$ cat src/sv/lpt_pkg.sv
// Package for the LRU page tracker: shared constants, the sequencer state
// encoding and the result flag bundle. No dependencies.
package lpt_pkg;

  // Fixed widths of the external fields.
  localparam int unsigned PAGE_W = 16;
  localparam int unsigned CFG_W  = 5;

  // Resident limit after reset.
  localparam int unsigned RESET_MAX_RESIDENT = 16;

  typedef enum logic [5:0] {
    ST_IDLE   = 6'b000001,
    ST_SEARCH = 6'b000010,
    ST_SHIFT  = 6'b000100,
    ST_MISS   = 6'b001000,
    ST_CHECK  = 6'b010000,
    ST_EVICT  = 6'b100000
  } lpt_state_e;

  typedef struct packed {
    logic hit;
    logic evict_valid;
    logic last;
  } res_flags_t;

endpackage

$ cat src/sv/lpt_list_mem.sv
// Recency list storage: simple dual-port synchronous RAM, one write and one
// registered read per cycle. No dependencies.
module lpt_list_mem #(
  parameter int unsigned AW = 5,
  parameter int unsigned DW = 16
) (
  input  logic          clk_i,
  input  logic          we_i,
  input  logic [AW-1:0] waddr_i,
  input  logic [DW-1:0] wdata_i,
  input  logic          re_i,
  input  logic [AW-1:0] raddr_i,
  output logic [DW-1:0] rdata_o
);

  localparam int unsigned DEPTH = 1 << AW;

  logic [DW-1:0] mem_q [DEPTH];
  logic [DW-1:0] rdata_q;

  always_ff @(posedge clk_i) begin
    if (we_i) begin
      mem_q[waddr_i] <= wdata_i;
    end
  end

  always_ff @(posedge clk_i) begin
    if (re_i) begin
      rdata_q <= mem_q[raddr_i];
    end
  end

  assign rdata_o = rdata_q;

endmodule

$ cat src/sv/lpt_ctrl.sv
// Sequencer of the LRU page tracker: searches, reorders and evicts entries
// of the recency list held in lpt_list_mem. Depends on lpt_pkg.
module lpt_ctrl #(
  parameter int unsigned PAGE_ID_BITS = 16,
  parameter int unsigned CW           = 5,
  parameter int unsigned AW           = 5
) (
  input  logic                    clk_i,
  input  logic                    rst_ni,
  input  logic                    in_valid_i,
  input  logic [PAGE_ID_BITS-1:0] in_page_i,
  output logic                    in_stall_o,
  input  logic [CW-1:0]           lim_i,
  output logic                    mem_re_o,
  output logic [AW-1:0]           mem_raddr_o,
  input  logic [PAGE_ID_BITS-1:0] mem_rdata_i,
  output logic                    mem_we_o,
  output logic [AW-1:0]           mem_waddr_o,
  output logic [PAGE_ID_BITS-1:0] mem_wdata_o,
  output logic                    res_valid_o,
  input  logic                    res_ready_i,
  output lpt_pkg::res_flags_t     res_flags_o,
  output logic [PAGE_ID_BITS-1:0] res_page_o
);
  import lpt_pkg::*;

  lpt_state_e state_q, state_d;
  logic [CW-1:0] count_q, count_d;
  logic [AW-1:0] base_q, base_d;
  logic [PAGE_ID_BITS-1:0] page_q, page_d;
  logic [CW-1:0] issue_q, issue_d;
  logic pend_q, pend_d;
  logic [CW-1:0] pend_idx_q, pend_idx_d;
  logic [CW-1:0] last_idx;
  logic evict_last;

  assign last_idx   = count_q - CW'(1);
  assign evict_last = (last_idx <= lim_i);
  assign in_stall_o = (state_q != ST_IDLE);

  always_comb begin
    state_d     = state_q;
    count_d     = count_q;
    base_d      = base_q;
    page_d      = page_q;
    issue_d     = issue_q;
    pend_d      = pend_q;
    pend_idx_d  = pend_idx_q;
    mem_re_o    = 1'b0;
    mem_raddr_o = base_q + issue_q[AW-1:0];
    mem_we_o    = 1'b0;
    mem_waddr_o = base_q + pend_idx_q[AW-1:0];
    mem_wdata_o = page_q;
    res_valid_o = 1'b0;
    res_flags_o = '0;
    res_page_o  = '0;

    case (state_q)
      ST_IDLE: begin
        if (in_valid_i) begin
          page_d  = in_page_i;
          issue_d = '0;
          pend_d  = 1'b0;
          state_d = ST_SEARCH;
        end
      end
      ST_SEARCH: begin
        // One entry is read per cycle; its data is compared the cycle after.
        if (pend_q && (mem_rdata_i == page_q)) begin
          issue_d = pend_idx_q + CW'(1);
          pend_d  = 1'b0;
          state_d = ST_SHIFT;
        end else if ((count_q == '0) || (pend_q && (pend_idx_q == last_idx))) begin
          pend_d  = 1'b0;
          state_d = ST_MISS;
        end else if (issue_q < count_q) begin
          mem_re_o   = 1'b1;
          pend_d     = 1'b1;
          pend_idx_d = issue_q;
          issue_d    = issue_q + CW'(1);
        end else begin
          pend_d = 1'b0;
        end
      end
      ST_SHIFT: begin
        // Entries above the hit move down one place: read at i, write at i-1.
        if (pend_q) begin
          mem_we_o    = 1'b1;
          mem_waddr_o = base_q + pend_idx_q[AW-1:0];
          mem_wdata_o = mem_rdata_i;
        end
        if (issue_q < count_q) begin
          mem_re_o   = 1'b1;
          pend_d     = 1'b1;
          pend_idx_d = issue_q - CW'(1);
          issue_d    = issue_q + CW'(1);
        end else if (pend_q) begin
          pend_d = 1'b0;
        end else if (res_ready_i) begin
          mem_we_o        = 1'b1;
          mem_waddr_o     = base_q + last_idx[AW-1:0];
          mem_wdata_o     = page_q;
          res_valid_o     = 1'b1;
          res_flags_o.hit  = 1'b1;
          res_flags_o.last = 1'b1;
          state_d         = ST_IDLE;
        end
      end
      ST_MISS: begin
        mem_we_o    = 1'b1;
        mem_waddr_o = base_q + count_q[AW-1:0];
        mem_wdata_o = page_q;
        count_d     = count_q + CW'(1);
        state_d     = ST_CHECK;
      end
      ST_CHECK: begin
        if (count_q > lim_i) begin
          mem_re_o    = 1'b1;
          mem_raddr_o = base_q;
          state_d     = ST_EVICT;
        end else if (res_ready_i) begin
          res_valid_o      = 1'b1;
          res_flags_o.last = 1'b1;
          state_d          = ST_IDLE;
        end
      end
      ST_EVICT: begin
        // The oldest entry leaves by advancing the ring base.
        if (res_ready_i) begin
          res_valid_o             = 1'b1;
          res_flags_o.evict_valid = 1'b1;
          res_flags_o.last        = evict_last;
          res_page_o              = mem_rdata_i;
          base_d                  = base_q + AW'(1);
          count_d                 = last_idx;
          state_d                 = evict_last ? ST_IDLE : ST_CHECK;
        end
      end
      default: begin
        state_d = ST_IDLE;
      end
    endcase
  end

  always_ff @(posedge clk_i or negedge rst_ni) begin
    if (!rst_ni) begin
      state_q <= ST_IDLE;
      count_q <= '0;
      base_q  <= '0;
      pend_q  <= 1'b0;
    end else begin
      state_q <= state_d;
      count_q <= count_d;
      base_q  <= base_d;
      pend_q  <= pend_d;
    end
  end

  always_ff @(posedge clk_i) begin
    page_q     <= page_d;
    issue_q    <= issue_d;
    pend_idx_q <= pend_idx_d;
  end

endmodule

$ cat src/sv/lru_page_tracker_unit.sv
// LRU page tracker top level: limit register, result register, list RAM and
// sequencer. The search reads one entry per cycle and a hit copies the entries
// above it down one per cycle. A miss may be followed by further evictions, and
// output stalls delay every result. One item at a time. Reset empties the list
// and sets the limit to 16, or to LIST_DEPTH if smaller; RAM is not cleared.
module lru_page_tracker_unit #(
  parameter int unsigned LIST_DEPTH   = 16,
  parameter int unsigned PAGE_ID_BITS = 16
) (
  input  logic                       clk_i,
  input  logic                       rst_ni,
  input  logic                       in_valid_i,
  output logic                       in_stall_o,
  input  logic [lpt_pkg::PAGE_W-1:0] page_id_i,
  output logic                       out_valid_o,
  input  logic                       out_stall_i,
  output logic                       hit_o,
  output logic                       evict_valid_o,
  output logic [lpt_pkg::PAGE_W-1:0] evicted_page_o,
  output logic                       last_o,
  input  logic                       cfg_valid_i,
  output logic                       cfg_ready_o,
  input  logic [lpt_pkg::CFG_W-1:0]  cfg_max_resident_i
);
  import lpt_pkg::*;

  localparam int unsigned CW = $clog2(LIST_DEPTH + 2);
  localparam int unsigned AW = $clog2(LIST_DEPTH + 1);
  localparam int unsigned LW = (CW > CFG_W) ? CW : CFG_W;
  localparam int unsigned LIM_RST =
    (RESET_MAX_RESIDENT > LIST_DEPTH) ? LIST_DEPTH : RESET_MAX_RESIDENT;

  logic [CW-1:0] lim_q;
  logic [LW-1:0] cfg_ext;
  logic [LW-1:0] lim_clamped;

  logic                    mem_re, mem_we;
  logic [AW-1:0]           mem_raddr, mem_waddr;
  logic [PAGE_ID_BITS-1:0] mem_rdata, mem_wdata;

  logic                    res_valid, res_ready;
  res_flags_t              res_flags;
  logic [PAGE_ID_BITS-1:0] res_page;

  logic                    out_valid_q;
  res_flags_t              out_flags_q;
  logic [PAGE_W-1:0]       out_page_q;

  // A limit of zero acts as one; above the list depth it saturates.
  assign cfg_ext = LW'(cfg_max_resident_i);
  always_comb begin
    if (cfg_ext == '0) begin
      lim_clamped = LW'(1);
    end else if (cfg_ext > LW'(LIST_DEPTH)) begin
      lim_clamped = LW'(LIST_DEPTH);
    end else begin
      lim_clamped = cfg_ext;
    end
  end

  assign cfg_ready_o = 1'b1;

  always_ff @(posedge clk_i or negedge rst_ni) begin
    if (!rst_ni) begin
      lim_q <= CW'(LIM_RST);
    end else if (cfg_valid_i) begin
      lim_q <= lim_clamped[CW-1:0];
    end
  end

  lpt_list_mem #(
    .AW (AW),
    .DW (PAGE_ID_BITS)
  ) u_mem (
    .clk_i   (clk_i),
    .we_i    (mem_we),
    .waddr_i (mem_waddr),
    .wdata_i (mem_wdata),
    .re_i    (mem_re),
    .raddr_i (mem_raddr),
    .rdata_o (mem_rdata)
  );

  lpt_ctrl #(
    .PAGE_ID_BITS (PAGE_ID_BITS),
    .CW           (CW),
    .AW           (AW)
  ) u_ctrl (
    .clk_i       (clk_i),
    .rst_ni      (rst_ni),
    .in_valid_i  (in_valid_i),
    .in_page_i   (PAGE_ID_BITS'(page_id_i)),
    .in_stall_o  (in_stall_o),
    .lim_i       (lim_q),
    .mem_re_o    (mem_re),
    .mem_raddr_o (mem_raddr),
    .mem_rdata_i (mem_rdata),
    .mem_we_o    (mem_we),
    .mem_waddr_o (mem_waddr),
    .mem_wdata_o (mem_wdata),
    .res_valid_o (res_valid),
    .res_ready_i (res_ready),
    .res_flags_o (res_flags),
    .res_page_o  (res_page)
  );

  // Result register: a new result loads when the slot is empty or its
  // transfer completes in this cycle.
  assign res_ready = !out_valid_q || !out_stall_i;

  always_ff @(posedge clk_i or negedge rst_ni) begin
    if (!rst_ni) begin
      out_valid_q <= 1'b0;
    end else if (res_ready) begin
      out_valid_q <= res_valid;
    end
  end

  always_ff @(posedge clk_i) begin
    if (res_ready && res_valid) begin
      out_flags_q <= res_flags;
      out_page_q  <= PAGE_W'(res_page);
    end
  end

  assign out_valid_o    = out_valid_q;
  assign hit_o          = out_flags_q.hit;
  assign evict_valid_o  = out_flags_q.evict_valid;
  assign last_o         = out_flags_q.last;
  assign evicted_page_o = out_page_q;

endmodule
$ cat config.mk
export PLATFORM = sky130hd
export DESIGN_NAME = lru_page_tracker_unit
export DESIGN_NICKNAME = d
export VERILOG_FILES = /design/src/sv/lpt_pkg.sv /design/src/sv/lpt_list_mem.sv /design/src/sv/lpt_ctrl.sv /design/src/sv/lru_page_tracker_unit.sv
export SDC_FILE = /design/constraint.sdc
export NUM_CORES = 1
export LEC_CHECK = 0
export ABC_AREA = 1
export BUFFER_PORTS_ARGS = -buffer_cell sky130_fd_sc_hd__buf_4
export CAP_MARGIN = 0
export CELL_PAD_IN_SITES_DETAIL_PLACEMENT = 0
export CELL_PAD_IN_SITES_GLOBAL_PLACEMENT = 2
export CORE_AREA = 2 2 261 263
export CTS_CLUSTER_DIAMETER = 60
export DETAILED_ROUTE_END_ITERATION = 6
export DIE_AREA = 0 0 263 265
export PLACE_DENSITY = 0.86
export SLEW_MARGIN = 20
export SYNTH_ARGS = -nofsm -noshare
export SYNTH_HDL_FRONTEND = slang
export SYNTH_SLANG_ARGS = --single-unit
export TNS_END_PERCENT = 1
$ cat constraint.sdc
create_clock -name clk_i -period 4.6 [get_ports clk_i]
set_clock_uncertainty 0.2 [all_clocks]
set_input_delay 0.46 -clock clk_i [delete_from_list [all_inputs] [get_ports clk_i]]
set_output_delay 0.46 -clock clk_i [all_outputs]
set_load 0.03 [all_outputs]
======== Word-level counts from Yosys, hierarchy flattened ========
Memories as Yosys holds them, arrays and structs flattened. A register that Yosys moved wholly into a read port is not among the register bits.
Cells that the tools add are included.
storage, ports and cells
  register bits after elaboration ......... 68
  RAM bits ................................ 512
  bits of input ports ..................... 26
  output and inout bits ................... 22
  word-level logic and storage cells ...... 122
  memories kept ........................... 1
memories
  memory       words  bits a word  read ports  clocked after Yosys merged registers in  wr ports  RTL line            text
  u_mem.mem_q  32     16           1           1                                        1         lpt_list_mem.sv:18  logic [DW-1:0] mem_q [DEPTH];
operators by class
  add/subtract/negate cells ............... 10
  order comparisons ....................... 4
  eq/ne operators ......................... 19
  muxes and demuxes ....................... 56
  reductions and logical operators ........ 19
operators by type and width
  cell                                                   number
  two-way mux 5 bit                                      17
  two-way mux 16 bit                                     5
  two-way mux 6 bit                                      8
  one-hot mux 6 bit (6 select lines)                     1
  one-hot mux 5 bit (2 select lines)                     3
  adder 5 x 1 -> 5 bit, second input constant            4
  adder 5 bit                                            4
  equality test 16 bit                                   1
  two-way mux 1 bit                                      15
  one-hot mux 5 bit (3 select lines)                     1
  inequality test 2 bit, second input constant           6
  one-hot mux 1 bit (3 select lines)                     4
  zero test 5 bit                                        2
  AND reduction 5 bit                                    2
  subtractor 5 x 1 -> 5 bit, second input constant       2
  AND reduction 2 bit                                    4
  equality test 6 x 1 -> 1 bit, second input constant    1
  equality test 6 x 2 -> 1 bit, second input constant    1
  equality test 6 x 3 -> 1 bit, second input constant    1
  equality test 6 x 4 -> 1 bit, second input constant    1
  equality test 6 x 5 -> 1 bit, second input constant    1
  equality test 6 bit, second input constant             1
  inequality test 6 x 1 -> 1 bit, second input constant  1
  equality test 5 bit                                    1
  15 further kinds                                       21

======== Depth between registers and ports, before layout ========
  word-level depth ........................ 8
  depth in mapped cells ................... 18
  mapped depth without buffers ............ 16

======== By module ========
From an unflattened synthesis, not the netlist that was laid out.
second synthesis, totals
  cells, all modules ...................... 2,433
  area, all modules ....................... 26,467.9 um^2
by module, submodules not included
  module                 times used  cells an instance  area an instance (um^2)  seq. area each (um^2)
  lpt_list_mem           1           1,794              21,461.8                 15,855.2
  lpt_ctrl               1           587                4,170.2                  1,207.4
  lru_page_tracker_unit  1           52                 835.8                    721.9

======== Worst setup path before layout ========
Ideal clock, no wire load.
  kind .................................... reg-to-reg
  start ................................... register u_ctrl.count_q[0]
  end ..................................... memory u_mem.mem_q[16][0] (enable)
  library setup time ...................... 0.388 ns
  data arrival time ....................... 2.969 ns
  data required time ...................... 4.012 ns
  setup slack ............................. 1.043 ns
  cell stages (with the launch flop) ...... 13
  path buffers ............................ 0
  clock period less this slack ............ 3.557 ns
  cell sequence ........................... dfrtp_1 inv_1 ha_1 xor2_1 ha_1 nand3_1 nand2_1 or2_2 nand3_1 nand4_1 nand3_1 nand3_1 nor2_1
between the ends
  word-level cells in the longest chain between the ends .. 6
  elaborated cells between the ends (all ways) .. 12
RTL lines
  item                                RTL line            text
  start: declaration                  lpt_ctrl.sv:28      logic [CW-1:0] count_q, count_d;
  start signal: assignment            lpt_ctrl.sv:153     count_q <= count_d;
  subtractor 5 x 1 -> 5 bit           lpt_ctrl.sv:37      assign last_idx = count_q - CW'(1);
  adder 5 bit                         lpt_ctrl.sv:101     mem_waddr_o = base_q + last_idx[AW-1:0];
  two-way mux 5 bit                   lpt_ctrl.sv:99      end else if (res_ready_i) begin
  two-way mux 5 bit                   lpt_ctrl.sv:97      end else if (pend_q) begin
  two-way mux 5 bit                   lpt_ctrl.sv:92      if (issue_q < count_q) begin
  one-hot mux 5 bit (2 select lines)  lpt_ctrl.sv:58      case (state_q)
  end: declaration                    lpt_list_mem.sv:18
Parallel ways exist; a longest one is shown, timed or not.

======== Worst setup path in the final report ========
  start ................................... register u_ctrl.count_q[0]
  end ..................................... memory u_mem.mem_q[23][14] (enable)
The elaborated chain is that of the path after synthesis.

==> results by group <==
Run status
  • Status: complete, but fails checks
  • Failing checks: design-rule violations

Setup path
  • Critical Path End Type: flip-flop
  • Critical path required time: 4.62 ns
  • Critical path origin: u_ctrl.count_q[0]$_DFFE_PN0P_
  • Worst Path Class, Setup: flip-flop to flip-flop
  • Most frequent CP cell: nand3_1
  • Crit-path max FO: 16
  • Slowest CP cell: nor2_2
  • Slowest stage delay, CP: 0.65 ns
  • Crit path arrival time: 4.22 ns
  • Reg-to-reg startpoint: u_ctrl.count_q[0]$_DFFE_PN0P_
  • CP Cell Sequence: inv_1 > nand3_1 > xor2_1 > inv_1 > ha_1 > a21oi_1 > nand2_1 > or2_2 > nand3_1 > nand4_1 > nand3_1 > buf_12 > nand3_1 > buf_4 > nor2_2
  • CP startpoint kind: flip-flop

Layout
  • Commonest cells after routing, fill and taps aside: 576 x nand2_1, 573 x edfxtp_1, 562 x inv_1, 553 x nand3_1, 127 x buf_4
  • Final #Nets: 2943
  • Final Cell Area: 32200 um^2
  • Area delta synth->final: 15.6%
  • Layout cell share with drive strength beyond 1: 9.97%
  • Non-filler cells, final: 3801
  • Commonest non-fill, non-tap cell in the layout: nand2_1
  • # diodes: 0

Synth
  • Main flop type after synthesis: edfxtp_1
  • Ys Warns: 0
  • Syn Nets: 2817
  • #FFs+latches synth: 596
  • Mapped Avg Cell Area: 10.1 um^2
  • Async S/R FF share, synth: 3.86%
  • Synth area leader: edfxtp_1
  • Post-Syn Area: 27900 um^2
  • Register area share after synthesis: 63.9%
  • Post-synth top area share: 61.8%
  • Post-synth EDFFs: 573
  • Post-Syn Instances: 2751
  • Largest cells by area after synthesis: edfxtp_1 62%, nand3_1 9.9%, nand2_1 7.8%
  • Netlist cell types: 43

Hold path
  • Hold crit path type: input port to flip-flop
  • Hold path start: out_stall_i

Detailed routing
  • Wire per inst: 20.7 um
  • Total Routed Length: 78900 um
  • DR iter-0 viols: 1948
  • Post-DRT Antenna Nets: 0
  • DR vias: 19600
  • Avg Vias per Cell: 5.16
  • DRC viols: 1
  • DRT Pass-1 Iters: 7

STA
  • Hold Vio Cnt, Final: 0
  • Least-Margin Pin Slew: 0.887 ns
  • Final min period: 4.20 ns
  • Unrepaired setup endpoints after global routing: no
  • F_max: 238 MHz
  • Slew headroom: 40.7%
  • Period utilization: 91.4%
  • Final setup viols: 0
  • Fin Setup TNS: 0 ns
  • Max-slew violation count: 0

CTS
  • PostCTS Resize Cnt: 0
  • Root buf cell: clkbuf_16
  • Reg clk slew, reported paths: 0.06 ns
  • CTS tree: done
  • Postcts setup bufs: 0
  • Post-CTS Hold Fix Bufs: 26
  • Clock Path Buffers: 3
  • Clock Latency Late Sink: 0.60 ns
  • Number of H-tree levels: 3
  • Num CTS Buffers: 68
  • Clock Sink Count: 596

GRT
  • GR Util All Layers: 22.7%
  • Initial antenna violation count: 2
  • First-pass GRT wire length: 118000 um
  • GRT overflow: 0
  • Largest net degree at the start of global routing: 81
  • Vias in the first global route: 18900

Power
  • Worst vdd ir: 0.000436 V
  • PwrDens: 637 nW/um^2
  • Pleak: 13.8 nW

Placement
  • Post-Place Cells: 3654
  • Hpwl dp: 48100 um
  • Routability cong.: 0.881
  • Placed Area: 29800 um^2
  • IO Port Bufs: 46

Die
  • Core Area: 66800 um^2
  • Die Y: 265 um
  • Initial Utilization: 41.7%
  • I/O pin count: 48
  • Die footprint: 69700 um^2
  • Die Wd: 263 um
  • Num rows: 95

Run
  • Max Cap Viol: 0
## cell usage after synthesis, types with 6 or more instances
cell type / instances
nand2_1: 576
edfxtp_1: 573
inv_1: 563
nand3_1: 553
nor2_1: 79
nand3b_1: 48
o21ai_0: 45
buf_4: 41
clkbuf_1: 37
buf_2: 36
ha_1: 36
xor2_1: 26
dfrtp_1: 21
a21oi_1: 18
nand4_1: 12
o22ai_1: 12
nor3_1: 10
xnor2_1: 9
o211ai_1: 6
## worst paths after layout
kind / slack, ns / endpoint / cells after the start
setup / recovery: 0.40 / u_mem.mem_q[23][14]$_DFFE_PP_ / 15
hold / removal: 0.06 / out_valid_o$_DFFE_PN0N_ / 4
setup reg to reg: 0.40 / u_mem.mem_q[23][14]$_DFFE_PP_ / 15
hold reg to reg: 0.32 / lim_q[4]$_DFFE_PN1P_ / 2
max in group asynchronous: 3.77 / u_ctrl.state_q[0]$_DFFE_PN1P_ / 2
min in group asynchronous: 0.12 / u_ctrl.count_q[3]$_DFFE_PN0P_ / 2
## worst max-delay path: cells and delay by family (launching register included)
kind | cells | cell delay [ns]
AND/OR/NAND/NOR | 8 | 1.76
adder cells (fa/ha/maj) | 1 | 0.35
AO/OA/AOI/OAI | 1 | 0.15
XOR/XNOR | 1 | 0.29
buffers and inverters | 4 | 0.71
flip-flops | 1 | 0.38
## sequential cells by signal, indices dropped and copies added, names as in the netlist, 5 cells and up
| signal | count |
|---|---|
| u_ctrl.page_q | 16 |
| u_mem.rdata_o | 16 |
| u_ctrl.count_q | 5 |
| lim_q | 5 |
| u_ctrl.state_q | 6 |
| u_ctrl.base_q | 5 |
| u_ctrl.pend_idx_q | 5 |
| u_ctrl.issue_q | 5 |
| u_mem.mem_q | 512 |
| evicted_page_o | 16 |
## cell type report
type	count	area, um^2
multi-input cells	1468	7400
well taps	873	1090
repair buffers	176	1680
clock inverters	31	304
fillers	6078	34600
clock buffers	90	1810
flip-flops and latches	596	17800
inverters	567	2130
## per-layer routing
layer	part of all wire, %	up-vias	track usage, %
li1	-	9279	-
met1	45	9583	31.9
met2	46	655	36.5
met3	6.6	105	3.33
met4	2.5	0	7.23
met5	0	-	0
## through the flow
stage                     utilization, %  setup slack (ns)  hold WS, ns  power (mW)
after floorplan                        -              1.04      -0.0356        12.1
after global placement              44.6             0.127        0.192        15.3
after detailed placement            44.6             0.196        0.195        15.4
after CTS                           48.2             0.159       0.0198        20.6
after global routing                48.2             0.177       0.0563        21.6
final                               48.2             0.395       0.0560        20.5
## power breakdown
| group | internal, mW | switching (mW) |
|---|---|---|
| combinational | 2.46 | 6.27 |
| sequential | 6.42 | 0.192 |
| clock | 3.01 | 2.17 |
| total | 11.9 | 8.63 |
## logic make-up after synthesis
logic type                 Yosys count  share of synthesized area (%)
other                                1                         0.0135
AOI/OAI and AO/OA                   91                           1.82
DFF                                596                           63.9
buffers and inverters              687                           10.1
xor gates and xnor gates            36                           1.16
adders and majority gates           40                           1.90
and+or+nand+nor                   1300                           21.2
Power figures use the tool's default switching activity.
